==> src/rtl/soba_pkg.sv <==
// Shared types, field widths, request codes and state encoding for the
// slot occupancy bitmap allocator. No dependencies.
`timescale 1ns / 1ps

package soba_pkg;

  localparam int SLOT_W = 11;   // slot numbers, capacity and counts
  localparam int KIND_W = 3;
  localparam int WANT_W = 7;
  localparam int WORD_W = 64;   // bitmap word, one bit per slot
  localparam int BIT_W  = 6;    // bit position inside a word
  localparam int WIDX_W = 6;    // word index, wide enough for last word plus one

  localparam logic [KIND_W-1:0] KIND_QUERY   = 3'd0;
  localparam logic [KIND_W-1:0] KIND_FIRST   = 3'd1;
  localparam logic [KIND_W-1:0] KIND_SEVERAL = 3'd2;
  localparam logic [KIND_W-1:0] KIND_SET     = 3'd3;
  localparam logic [KIND_W-1:0] KIND_COMPACT = 3'd4;

  typedef enum logic [1:0] {
    ST_IDLE,
    ST_SINGLE,
    ST_SCAN,
    ST_MULTI
  } state_t;

  typedef struct packed {
    logic [KIND_W-1:0] kind;
    logic [SLOT_W-1:0] slot_id;
    logic [WANT_W-1:0] wanted;
    logic              set_occupied;
  } in_item_t;

  typedef struct packed {
    logic              ok;
    logic [SLOT_W-1:0] slot_found;
    logic              is_occupied;
    logic              compact;
    logic [SLOT_W-1:0] used_count;
    logic [SLOT_W-1:0] free_count;
    logic              last;
  } out_item_t;

  // Position of the lowest set bit; the word is isolated to one hot first,
  // so the encode is a plain OR over independent bits.
  function automatic logic [BIT_W-1:0] lsb_index(input logic [WORD_W-1:0] v);
    logic [WORD_W-1:0] oh;
    logic [BIT_W-1:0]  idx;
    oh  = v & (~v + {{(WORD_W-1){1'b0}}, 1'b1});
    idx = '0;
    for (int i = 0; i < WORD_W; i++) begin
      if (oh[i]) begin
        idx = idx | BIT_W'(i);
      end
    end
    return idx;
  endfunction

  // Bits of word w that lie inside [start, last] of the current search.
  function automatic logic [WORD_W-1:0] word_mask(input logic [WIDX_W-1:0] w,
                                                  input logic [WIDX_W-1:0] sw,
                                                  input logic [BIT_W-1:0]  sb,
                                                  input logic [WIDX_W-1:0] lw,
                                                  input logic [BIT_W-1:0]  lb);
    logic [WORD_W-1:0] lo;
    logic [WORD_W-1:0] hi;
    lo = (w == sw) ? ({WORD_W{1'b1}} << sb) : {WORD_W{1'b1}};
    hi = (w == lw) ? ({WORD_W{1'b1}} >> (BIT_W'(WORD_W - 1) - lb)) : {WORD_W{1'b1}};
    return lo & hi;
  endfunction

endpackage

==> src/rtl/soba_map_ram.sv <==
// Occupancy bitmap storage: one 64-bit word per entry, one read and one write
// port, registered read data, and a clearing sweep after reset. Uses soba_pkg.
`timescale 1ns / 1ps

module soba_map_ram #(
  parameter int WORDS = 16,
  parameter int AW    = 4
) (
  input  logic                        clk,
  input  logic                        rst_n,
  input  logic                        rd_en,
  input  logic [AW-1:0]               rd_addr,
  output logic [soba_pkg::WORD_W-1:0] rd_data,
  input  logic                        wr_en,
  input  logic [AW-1:0]               wr_addr,
  input  logic [soba_pkg::WORD_W-1:0] wr_data,
  output logic                        ready
);

  logic [soba_pkg::WORD_W-1:0] mem [WORDS];
  logic [soba_pkg::WORD_W-1:0] rd_data_r;
  logic                        clr_busy_r;
  logic                        clr_busy_nxt;
  logic [AW-1:0]               clr_idx_r;
  logic [AW-1:0]               clr_idx_nxt;

  always_comb begin
    clr_busy_nxt = clr_busy_r;
    clr_idx_nxt  = clr_idx_r;
    if (clr_busy_r) begin
      clr_idx_nxt = clr_idx_r + {{(AW-1){1'b0}}, 1'b1};
      if (clr_idx_r == AW'(WORDS - 1)) begin
        clr_busy_nxt = 1'b0;
      end
    end
  end

  always_ff @(posedge clk) begin
    if (!rst_n) begin
      clr_busy_r <= 1'b1;
      clr_idx_r  <= '0;
    end else begin
      clr_busy_r <= clr_busy_nxt;
      clr_idx_r  <= clr_idx_nxt;
    end
  end

  // The sweep owns the write port until every word is zero.
  always_ff @(posedge clk) begin
    if (clr_busy_r) begin
      mem[clr_idx_r] <= '0;
    end else if (wr_en) begin
      mem[wr_addr] <= wr_data;
    end
  end

  always_ff @(posedge clk) begin
    if (rd_en) begin
      rd_data_r <= mem[rd_addr];
    end
  end

  assign rd_data = rd_data_r;
  assign ready   = ~clr_busy_r;

endmodule

==> src/rtl/slot_occupancy_bitmap_allocator.sv <==
// Top level of the slot occupancy bitmap allocator: request sequencer, counts,
// configuration register and result register. Uses soba_pkg and soba_map_ram.
//
//   channel  direction  signals                      payload
//   in       input      in_valid / in_ready          soba_pkg::in_item_t
//   out      output     out_valid / out_ready        soba_pkg::out_item_t
//   cfg      input      cfg_valid / cfg_ready        slot_capacity, 11 bits
//
// Query and set read the map word, then give the result and write back.
// First-free and compact checks read one bitmap word at a time until they can
// answer; several-free scans the words and reports one slot per transfer.
// Reset clears the map with a sweep over every bitmap word, during which
// in_ready is low; cfg writes are taken throughout.
// A stalled result register holds the sequencer but not the next transfer in.
`timescale 1ns / 1ps

module slot_occupancy_bitmap_allocator #(
  parameter int MAX_SLOTS  = 1024,
  parameter int MAX_REPORT = 64
) (
  input  logic                          clk,
  input  logic                          rst_n,
  input  logic                          in_valid,
  output logic                          in_ready,
  input  soba_pkg::in_item_t            in_data,
  output logic                          out_valid,
  input  logic                          out_ready,
  output soba_pkg::out_item_t           out_data,
  input  logic                          cfg_valid,
  output logic                          cfg_ready,
  input  logic [soba_pkg::SLOT_W-1:0]   cfg_data
);

  localparam int WORDS = (MAX_SLOTS + soba_pkg::WORD_W - 1) / soba_pkg::WORD_W;
  localparam int AW    = (WORDS > 1) ? $clog2(WORDS) : 1;
  localparam int IW    = (AW > soba_pkg::WIDX_W) ? AW : soba_pkg::WIDX_W;
  localparam int MAXC  = (MAX_SLOTS > (1 << soba_pkg::SLOT_W) - 1) ?
                         (1 << soba_pkg::SLOT_W) - 1 : MAX_SLOTS;
  localparam logic [soba_pkg::SLOT_W-1:0] CAP_MAX   = soba_pkg::SLOT_W'(MAXC);
  localparam logic [soba_pkg::WANT_W-1:0] REPORT_MX = soba_pkg::WANT_W'(MAX_REPORT);

  soba_pkg::state_t              state_r, state_nxt;
  logic [soba_pkg::KIND_W-1:0]   kind_r, kind_nxt;
  logic                          bad_r, bad_nxt;
  logic                          setv_r, setv_nxt;
  logic [soba_pkg::WIDX_W-1:0]   start_w_r, start_w_nxt;
  logic [soba_pkg::BIT_W-1:0]    start_b_r, start_b_nxt;
  logic [soba_pkg::WANT_W-1:0]   lim_r, lim_nxt;
  logic [soba_pkg::WANT_W-1:0]   cnt_r, cnt_nxt;
  logic [soba_pkg::WIDX_W-1:0]   rw_r, rw_nxt;      // word held in read data
  logic [soba_pkg::WIDX_W-1:0]   mw_r, mw_nxt;      // word held in mask_r
  logic [soba_pkg::WORD_W-1:0]   mask_r, mask_nxt;
  logic                          pend_v_r, pend_v_nxt;
  logic [soba_pkg::SLOT_W-1:0]   pend_slot_r, pend_slot_nxt;
  logic                          seen_r, seen_nxt;
  logic [soba_pkg::SLOT_W-1:0]   used_r, used_nxt;
  logic [soba_pkg::SLOT_W-1:0]   cap_r;
  logic                          out_valid_r, out_valid_nxt;
  soba_pkg::out_item_t           out_data_r;

  logic                          ram_ready;
  logic                          rd_en;
  logic [soba_pkg::WIDX_W-1:0]   rd_idx;
  logic [IW-1:0]                 rd_idx_ext;
  logic [IW-1:0]                 wr_idx_ext;
  logic [soba_pkg::WORD_W-1:0]   rd_data;
  logic                          wr_en;
  logic [soba_pkg::WORD_W-1:0]   wr_data;

  logic [soba_pkg::SLOT_W-1:0]   cap_eff;
  logic [soba_pkg::SLOT_W-1:0]   cap_m1;
  logic [soba_pkg::WIDX_W-1:0]   last_w;
  logic [soba_pkg::BIT_W-1:0]    last_b;
  logic [soba_pkg::WORD_W-1:0]   cur_mask;
  logic [soba_pkg::WORD_W-1:0]   free_w;
  logic [soba_pkg::WORD_W-1:0]   occ_w;
  logic [soba_pkg::WORD_W-1:0]   free_lsb;
  logic [soba_pkg::WORD_W-1:0]   above_lsb;
  logic [soba_pkg::WORD_W-1:0]   bit_oh;
  logic                          cur_bit;
  logic [soba_pkg::WIDX_W+soba_pkg::BIT_W-1:0] scan_pos;
  logic [soba_pkg::WIDX_W+soba_pkg::BIT_W-1:0] multi_pos;
  logic [soba_pkg::SLOT_W-1:0]   scan_slot;
  logic [soba_pkg::SLOT_W-1:0]   multi_slot;
  logic [soba_pkg::SLOT_W-1:0]   sid_m1;
  logic                          sid_ok;
  logic                          out_free;
  logic                          load;
  soba_pkg::out_item_t           res;
  logic [soba_pkg::SLOT_W-1:0]   used_res;

  assign cap_eff   = (cap_r > CAP_MAX) ? CAP_MAX : cap_r;
  assign cap_m1    = cap_eff - {{(soba_pkg::SLOT_W-1){1'b0}}, 1'b1};
  assign last_w    = soba_pkg::WIDX_W'(cap_m1[soba_pkg::SLOT_W-1:soba_pkg::BIT_W]);
  assign last_b    = cap_m1[soba_pkg::BIT_W-1:0];
  assign cur_mask  = soba_pkg::word_mask(rw_r, start_w_r, start_b_r, last_w, last_b);
  assign free_w    = ~rd_data & cur_mask;
  assign occ_w     = rd_data & cur_mask;
  assign free_lsb  = free_w & (~free_w + {{(soba_pkg::WORD_W-1){1'b0}}, 1'b1});
  // Everything strictly above the first free bit of this word.
  assign above_lsb = ~(free_lsb | (free_lsb - {{(soba_pkg::WORD_W-1){1'b0}}, 1'b1}));
  assign bit_oh    = {{(soba_pkg::WORD_W-1){1'b0}}, 1'b1} << start_b_r;
  assign cur_bit   = |(rd_data & bit_oh);
  assign scan_pos  = {rw_r, soba_pkg::lsb_index(free_w)} + 1'b1;
  assign multi_pos = {mw_r, soba_pkg::lsb_index(mask_r)} + 1'b1;
  assign scan_slot  = scan_pos[soba_pkg::SLOT_W-1:0];
  assign multi_slot = multi_pos[soba_pkg::SLOT_W-1:0];
  assign sid_m1    = in_data.slot_id - {{(soba_pkg::SLOT_W-1){1'b0}}, 1'b1};
  assign sid_ok    = (in_data.slot_id != '0) && (in_data.slot_id <= cap_eff);
  assign out_free  = ~out_valid_r | out_ready;
  assign in_ready  = (state_r == soba_pkg::ST_IDLE) && ram_ready;
  assign cfg_ready = 1'b1;

  always_comb begin
    state_nxt     = state_r;
    kind_nxt      = kind_r;
    bad_nxt       = bad_r;
    setv_nxt      = setv_r;
    start_w_nxt   = start_w_r;
    start_b_nxt   = start_b_r;
    lim_nxt       = lim_r;
    cnt_nxt       = cnt_r;
    rw_nxt        = rw_r;
    mw_nxt        = mw_r;
    mask_nxt      = mask_r;
    pend_v_nxt    = pend_v_r;
    pend_slot_nxt = pend_slot_r;
    seen_nxt      = seen_r;
    used_nxt      = used_r;
    rd_en         = 1'b0;
    rd_idx        = rw_r + 1'b1;
    wr_en         = 1'b0;
    wr_data       = setv_r ? (rd_data | bit_oh) : (rd_data & ~bit_oh);
    load          = 1'b0;
    res           = '0;
    res.last      = 1'b1;
    used_res      = used_r;

    unique case (state_r)
      soba_pkg::ST_IDLE: begin
        if (in_valid && ram_ready) begin
          kind_nxt    = in_data.kind;
          setv_nxt    = in_data.set_occupied;
          lim_nxt     = (in_data.wanted > REPORT_MX) ? REPORT_MX : in_data.wanted;
          cnt_nxt     = '0;
          mask_nxt    = '0;
          pend_v_nxt  = 1'b0;
          seen_nxt    = 1'b0;
          bad_nxt     = 1'b0;
          start_w_nxt = soba_pkg::WIDX_W'(sid_m1[soba_pkg::SLOT_W-1:soba_pkg::BIT_W]);
          start_b_nxt = sid_m1[soba_pkg::BIT_W-1:0];
          if (in_data.kind == soba_pkg::KIND_COMPACT) begin
            start_w_nxt = '0;
            start_b_nxt = '0;
          end
          rw_nxt = start_w_nxt;
          rd_en  = 1'b1;
          rd_idx = start_w_nxt;
          if (in_data.kind == soba_pkg::KIND_COMPACT) begin
            // With a slot capacity of zero the check answers at once.
            state_nxt = (cap_eff == '0) ? soba_pkg::ST_SINGLE : soba_pkg::ST_SCAN;
          end else if (in_data.kind > soba_pkg::KIND_COMPACT || !sid_ok) begin
            bad_nxt   = 1'b1;
            state_nxt = soba_pkg::ST_SINGLE;
          end else if (in_data.kind == soba_pkg::KIND_FIRST) begin
            state_nxt = soba_pkg::ST_SCAN;
          end else if (in_data.kind == soba_pkg::KIND_SEVERAL) begin
            state_nxt = soba_pkg::ST_MULTI;
          end else begin
            state_nxt = soba_pkg::ST_SINGLE;
          end
        end
      end

      soba_pkg::ST_SINGLE: begin
        res.ok = ~bad_r;
        if (!bad_r && kind_r == soba_pkg::KIND_COMPACT) begin
          res.compact = 1'b1;
        end
        if (!bad_r && kind_r == soba_pkg::KIND_QUERY) begin
          res.is_occupied = cur_bit;
        end
        if (!bad_r && kind_r == soba_pkg::KIND_SET) begin
          if (cur_bit && !setv_r && used_r != '0) begin
            used_res = used_r - 1'b1;
          end else if (!cur_bit && setv_r && used_r < CAP_MAX) begin
            used_res = used_r + 1'b1;
          end
        end
        if (out_free) begin
          load      = 1'b1;
          state_nxt = soba_pkg::ST_IDLE;
          if (!bad_r && kind_r == soba_pkg::KIND_SET) begin
            wr_en    = 1'b1;
            used_nxt = used_res;
          end
        end
      end

      soba_pkg::ST_SCAN: begin
        res.ok = 1'b1;
        if (kind_r == soba_pkg::KIND_FIRST) begin
          if (free_w != '0 || rw_r == last_w) begin
            res.slot_found = (free_w != '0) ? scan_slot : '0;
            if (out_free) begin
              load      = 1'b1;
              state_nxt = soba_pkg::ST_IDLE;
            end
          end else begin
            rd_en  = 1'b1;
            rw_nxt = rw_r + 1'b1;
          end
        end else begin
          // Compact fails on any occupied bit past the first free one.
          if (seen_r ? (occ_w != '0) : ((free_w != '0) && ((occ_w & above_lsb) != '0))) begin
            res.compact = 1'b0;
            if (out_free) begin
              load      = 1'b1;
              state_nxt = soba_pkg::ST_IDLE;
            end
          end else if (rw_r == last_w) begin
            res.compact = 1'b1;
            if (out_free) begin
              load      = 1'b1;
              state_nxt = soba_pkg::ST_IDLE;
            end
          end else begin
            seen_nxt = seen_r | (free_w != '0);
            rd_en    = 1'b1;
            rw_nxt   = rw_r + 1'b1;
          end
        end
      end

      soba_pkg::ST_MULTI: begin
        // One found slot is held back so the final transfer can carry last.
        res.ok = 1'b1;
        if (cnt_r == lim_r || (mask_r == '0 && rw_r > last_w)) begin
          res.slot_found = pend_v_r ? pend_slot_r : '0;
          if (out_free) begin
            load      = 1'b1;
            state_nxt = soba_pkg::ST_IDLE;
          end
        end else if (mask_r != '0) begin
          if (pend_v_r) begin
            res.slot_found = pend_slot_r;
            res.last       = 1'b0;
          end
          if (!pend_v_r || out_free) begin
            load          = pend_v_r;
            pend_v_nxt    = 1'b1;
            pend_slot_nxt = multi_slot;
            mask_nxt      = mask_r & (mask_r - {{(soba_pkg::WORD_W-1){1'b0}}, 1'b1});
            cnt_nxt       = cnt_r + 1'b1;
          end
        end else begin
          mask_nxt = free_w;
          mw_nxt   = rw_r;
          rd_en    = 1'b1;
          rw_nxt   = rw_r + 1'b1;
        end
      end

      default: begin
        state_nxt = soba_pkg::ST_IDLE;
      end
    endcase

    res.used_count = used_res;
    res.free_count = (cap_eff > used_res) ? (cap_eff - used_res) : '0;
  end

  assign out_valid_nxt = load | (out_valid_r & ~out_ready);

  always_ff @(posedge clk) begin
    if (!rst_n) begin
      state_r     <= soba_pkg::ST_IDLE;
      used_r      <= '0;
      cap_r       <= soba_pkg::SLOT_W'(1024);
      out_valid_r <= 1'b0;
      pend_v_r    <= 1'b0;
      cnt_r       <= '0;
    end else begin
      state_r     <= state_nxt;
      used_r      <= used_nxt;
      out_valid_r <= out_valid_nxt;
      pend_v_r    <= pend_v_nxt;
      cnt_r       <= cnt_nxt;
      if (cfg_valid) begin
        cap_r <= cfg_data;
      end
    end
  end

  always_ff @(posedge clk) begin
    kind_r      <= kind_nxt;
    bad_r       <= bad_nxt;
    setv_r      <= setv_nxt;
    start_w_r   <= start_w_nxt;
    start_b_r   <= start_b_nxt;
    lim_r       <= lim_nxt;
    rw_r        <= rw_nxt;
    mw_r        <= mw_nxt;
    mask_r      <= mask_nxt;
    pend_slot_r <= pend_slot_nxt;
    seen_r      <= seen_nxt;
    if (load) begin
      out_data_r <= res;
    end
  end

  assign out_valid = out_valid_r;
  assign out_data  = out_data_r;

  // Read and write of one word never overlap: the write back happens in the
  // cycle that ends a request, and the next read is issued after it.
  assign rd_idx_ext = IW'(rd_idx);
  assign wr_idx_ext = IW'(rw_r);

  soba_map_ram #(
    .WORDS (WORDS),
    .AW    (AW)
  ) u_map (
    .clk     (clk),
    .rst_n   (rst_n),
    .rd_en   (rd_en),
    .rd_addr (rd_idx_ext[AW-1:0]),
    .rd_data (rd_data),
    .wr_en   (wr_en),
    .wr_addr (wr_idx_ext[AW-1:0]),
    .wr_data (wr_data),
    .ready   (ram_ready)
  );

  a_write_only_on_set: assert property (@(posedge clk) disable iff (!rst_n)
    wr_en |-> (state_r == soba_pkg::ST_SINGLE) && (kind_r == soba_pkg::KIND_SET) && !bad_r)
    else $error("bitmap written outside a set request");

  a_count_within_limit: assert property (@(posedge clk) disable iff (!rst_n)
    (state_r == soba_pkg::ST_MULTI) |-> (cnt_r <= lim_r))
    else $error("reported more free slots than requested");

  a_used_bounded: assert property (@(posedge clk) disable iff (!rst_n)
    used_r <= CAP_MAX)
    else $error("occupied count beyond the slot range");

  a_not_last_only_multi: assert property (@(posedge clk) disable iff (!rst_n)
    (load && !res.last) |-> (state_r == soba_pkg::ST_MULTI) && pend_v_r)
    else $error("non-final result outside a multi-slot report");

  a_result_reg_not_overwritten: assert property (@(posedge clk) disable iff (!rst_n)
    (out_valid_r && !out_ready) |=> $stable(out_data_r))
    else $error("pending result overwritten");

endmodule
==> config.mk <==
export PLATFORM = sky130hd
export DESIGN_NAME = slot_occupancy_bitmap_allocator
export DESIGN_NICKNAME = d
export VERILOG_FILES = /design/src/rtl/soba_pkg.sv /design/src/rtl/soba_map_ram.sv /design/src/rtl/slot_occupancy_bitmap_allocator.sv
export SDC_FILE = /design/constraint.sdc
export NUM_CORES = 2
export LEC_CHECK = 0
export BUFFER_PORTS_ARGS = -buffer_cell sky130_fd_sc_hd__buf_4
export CELL_PAD_IN_SITES_DETAIL_PLACEMENT = 1
export CELL_PAD_IN_SITES_GLOBAL_PLACEMENT = 2
export CORE_MARGIN = 5
export CORE_UTILIZATION = 44
export CTS_CLUSTER_SIZE = 20
export DETAILED_ROUTE_END_ITERATION = 8
export PLACE_DENSITY = 0.91
export SETUP_SLACK_MARGIN = 0.3
export SLEW_MARGIN = 15
export SYNTH_ARGS = -nofsm -noshare
export SYNTH_HDL_FRONTEND = slang
export SYNTH_SLANG_ARGS = --single-unit
==> constraint.sdc <==
create_clock -name clk -period 10.8 [get_ports clk]
set_input_delay 0.54 -clock clk [delete_from_list [all_inputs] [get_ports clk]]
set_output_delay 0.54 -clock clk [all_outputs]
set_load 0.02 [all_outputs]
==> impl_metrics.toml <==
[logic_synthesis]
synth_warnings = 0
synth.avg_cell_area_um2 = 11.6
async_flop_share_pct = 0
synth_top_family_by_area = "simple AND/OR/NAND/NOR gates"
synth_edf_count = 1235
ys.flop_type = "edfxtp_1"
synth_fa_ha_area_share_pct = 0.966
synth_compound_area_share_pct = 15.8
synth.distinct_cells = 98
syn-cell-area_um2 = 60400
yosysSeqAreaShare_pct = 62.7
synthSimpleGateAreaFrac_pct = 15.9
synthMuxAreaShare_pct = 0.980
synth_cells = 5215
synthXorXnorAreaFrac_pct = 0.856
ys_seq_elements = 1273
syn-num-nets = 5299

[worst_hold_path]
hold_start = "cfg_data[2]"
hold_depth = 3
min_to = "cap_r[2]"
hold_class = "in -> reg"

[worst_setup_path]
r2r.worst_path.cells = 23
critPathMaxFanout = 37
cp-startpoint = "cap_r[10]"
reg2reg_setup_slack_ns = 1.06
critPathKind = "reg -> reg"
cp.arrival_ns = 10.14
r2r-end = "out_data[20]"
required_ns = 11.21
startpoint_type = "flop"
r2r_start = "cap_r[10]"
endpoint_kind = "flop"

[placement]
place_congestion = 1.02
place_area_um2 = 63100
dpl.cell_count = 6855
port-buffer-count = 76
dp_hpwl_mm = 151
pre_cts_slack_ns = 0.975

[power_and_ir_drop]
leakagePower_nw = 21.9
peakVddDrop_mv = 0.169
power_density_nw_per_um2 = 155

[routing]
drcViolationCount = 0
drt_wl_total_mm = 229
postRouteAntennaNets = 0
firstDrtPassIters = 8
avgViaCountPerCell = 6.54
vias = 46600
post_drt_wl_per_cell_um = 32.1
drt_iter0_drc = 4618

[clocking]
cts_tree = "yes"
root_buffer = "clkbuf_16"
cts_max_level = 4
clkTransAtPathRegs_ns = 0.06
cts_inserted_buffers = 137
clock_latency_ns = 0.79
clkSinkCount = 1273
post_cts_buffers = 0
clk_path_buf_depth = 3

[sta]
finalCriticalPeriod_ns = 9.74
hold_violations = 0
postLayoutSetupSlackWorst_ns = 1.06
timing.setup.tns_ns = 0
fin_worst_skew_ns = 0.0543
worst_pin_slew_ns = 1.20
finalSetupViolCount = 0
slew_viol_final = 0
rsz0062_at_grt = "no"
final.period_utilization_pct = 90.2
max_slew_margin_pct = 20.2
clock.fmax_mhz = 103

[global_routing]
grt_usage_pct = 30.7
grt_pass1_wl_mm = 332
overflow = 0
antenna_found_initial = 14
grt_max_degree = 183
grt_pass1_vias = 47800

[layout]
post_route_cells_drive_above_1_share_pct = 9.80
stdcell_area_um2 = 67900
nFillCells = 14000
seq_area_um2 = 37800
instances_no_fill = 7120
synthToLayoutAreaGrowth_pct = 12.4
fin_nets = 5300
multiInputGateArea_um2 = 21100

[flow_run]
maxCapViolations = 0

[die]
io_pins = 78
row_count = 136
dieHeight_um = 380
die_width_um = 380
die_area_um2 = 145000
core_area_um2 = 137000
start_util_pct = 44.1

[outcome]
status = "finished, final reports clean"
-- cell type report --
type                    instances  area share, %
repair buffers                223           2.64
inverters                      92          0.509
flip-flops and latches       1273           55.8
diodes                          1        0.00369
well taps                    1794           3.31
clock buffers                 166           5.29
clock inverters                82           1.34
multi-input cells            3489           31.2
-- metal layers --
metal,vias up,global-route usage (%),wire length (um)
met1,24000,40.6,93500
met2,2073,50.8,109000
met5,-,0,55
met3,534,5.37,15900
li1,20000,-,-
met4,8,11.9,10100
-- per-stage QoR --
stage	power (mW)	util [%]	hold WS, ns
2_1_floorplan	5.74	-	0.451
3_3_place_gp	5.86	46.1	0.492
3_5_place_dp	5.87	46.1	0.504
4_1_cts	10.6	49.5	0.00563
5_1_grt	10.8	49.5	0.0259
6_report	10.5	49.5	0.0485
-- synthesized netlist by cell type (90+ instances only) --
cell / n / area (um2)
nand3_1: 125 / 626
clkbuf_1: 335 / 1260
a21oi_1: 270 / 1350
nand2_1: 789 / 2960
inv_1: 90 / 338
edfxtp_1: 1235 / 37100
a31oi_1: 169 / 1060
o21ai_0: 115 / 576
and2_1: 289 / 1810
a211oi_1: 335 / 2510
nor3_1: 113 / 566
nor2_1: 281 / 1050
a311oi_1: 131 / 1150
-- critical path, cell delays in order (launching register included) --
cell       delay (ns)
dfxtp_1          0.32
buf_4            0.26
clkinv_1         0.34
nand2_1          0.33
ha_1             0.38
o21ai_0          0.25
nor3b_1          0.24
a21oi_1          0.07
ha_1             0.31
nand3_1          0.17
nor2_2           0.58
nand3_1          0.39
o311ai_2         0.70
nand4_1          0.38
nor4_2           0.64
nand4_2          0.67
o311ai_1         0.49
o2111ai_1        0.16
or4_1            0.59
nor4_1           0.51
o211ai_1         0.23
o31ai_4          0.42
a21boi_2         0.14
o311a_2          0.74
-- flip-flops by register name (all words and copies together), names as in the netlist --
register          cells
cnt_r                 7
bad_r                 1
rw_r                  6
start_b_r             6
seen_r                1
lim_r                 7
kind_r                3
cap_r                11
mask_r               64
u_map.clr_idx_r       4
out_data             37
u_map.mem          1024
setv_r                1
start_w_r             5
state_r               2
u_map.rd_data        64
pend_v_r              1
u_map.clr_busy_r      1
pend_slot_r          11
mw_r                  5
used_r               11
out_valid             1
-- what timing repair did --
item / CTS / global route
gates resized for setup: 0 / 1
endpoints found under the hold margin: 16 / 0
hold buffers: 16 / 0
endpoints found under the setup margin: 0 / 43
-- power by group --
part           switching (mW)  internal, mW
logic                   0.225        0.0881
clock network            2.05          2.67
registers              0.0307          5.44
-- kinds of logic after synthesis --
family	after synthesis
compound gates	1362
simple gates	1963
fa+ha+maj	46
xor+xnor	59
buf+inv	453
other cells	1
flops	1273
mux	58
-- placed cells by master (no fill, tap or decap), types with 19 or more instances in the layout --
cell / synthesis / routed
edfxtp_1: 1235 / 1235
nand2_1: 789 / 789
a211oi_1: 335 / 335
and2_1: 289 / 289
nor2_1: 281 / 261
a21oi_1: 270 / 252
buf_4: 2 / 201
a31oi_1: 169 / 169
clkbuf_16: 0 / 138
a311oi_1: 131 / 131
nand3_1: 125 / 125
o21ai_0: 115 / 114
nor3_1: 113 / 111
inv_1: 90 / 90
nand4_1: 59 / 59
nor2b_1: 56 / 56
mux2i_1: 49 / 48
nor4_1: 53 / 47
ha_1: 45 / 45
a22oi_1: 41 / 41
xnor2_1: 40 / 40
dfxtp_1: 38 / 38
o211ai_1: 35 / 35
nand2b_1: 30 / 30
o21a_1: 29 / 28
or3_1: 28 / 28
clkinv_1: 2 / 28
a21o_1: 27 / 27
or4_1: 27 / 26
clkbuf_1: 335 / 25
and3_1: 22 / 22
o2111ai_1: 20 / 20
clkinv_2: 0 / 20
xor2_1: 19 / 19
-- how the worst max path moves through the flow --
stage | end
CTS | out_data[20]
finish | out_data[20]
floorplan | u_map.rd_data[0]
detailed placement | out_data[22]
global placement | out_data[12]
global route | out_data[21]
Note: power is estimated with default switching activity, not from simulation.
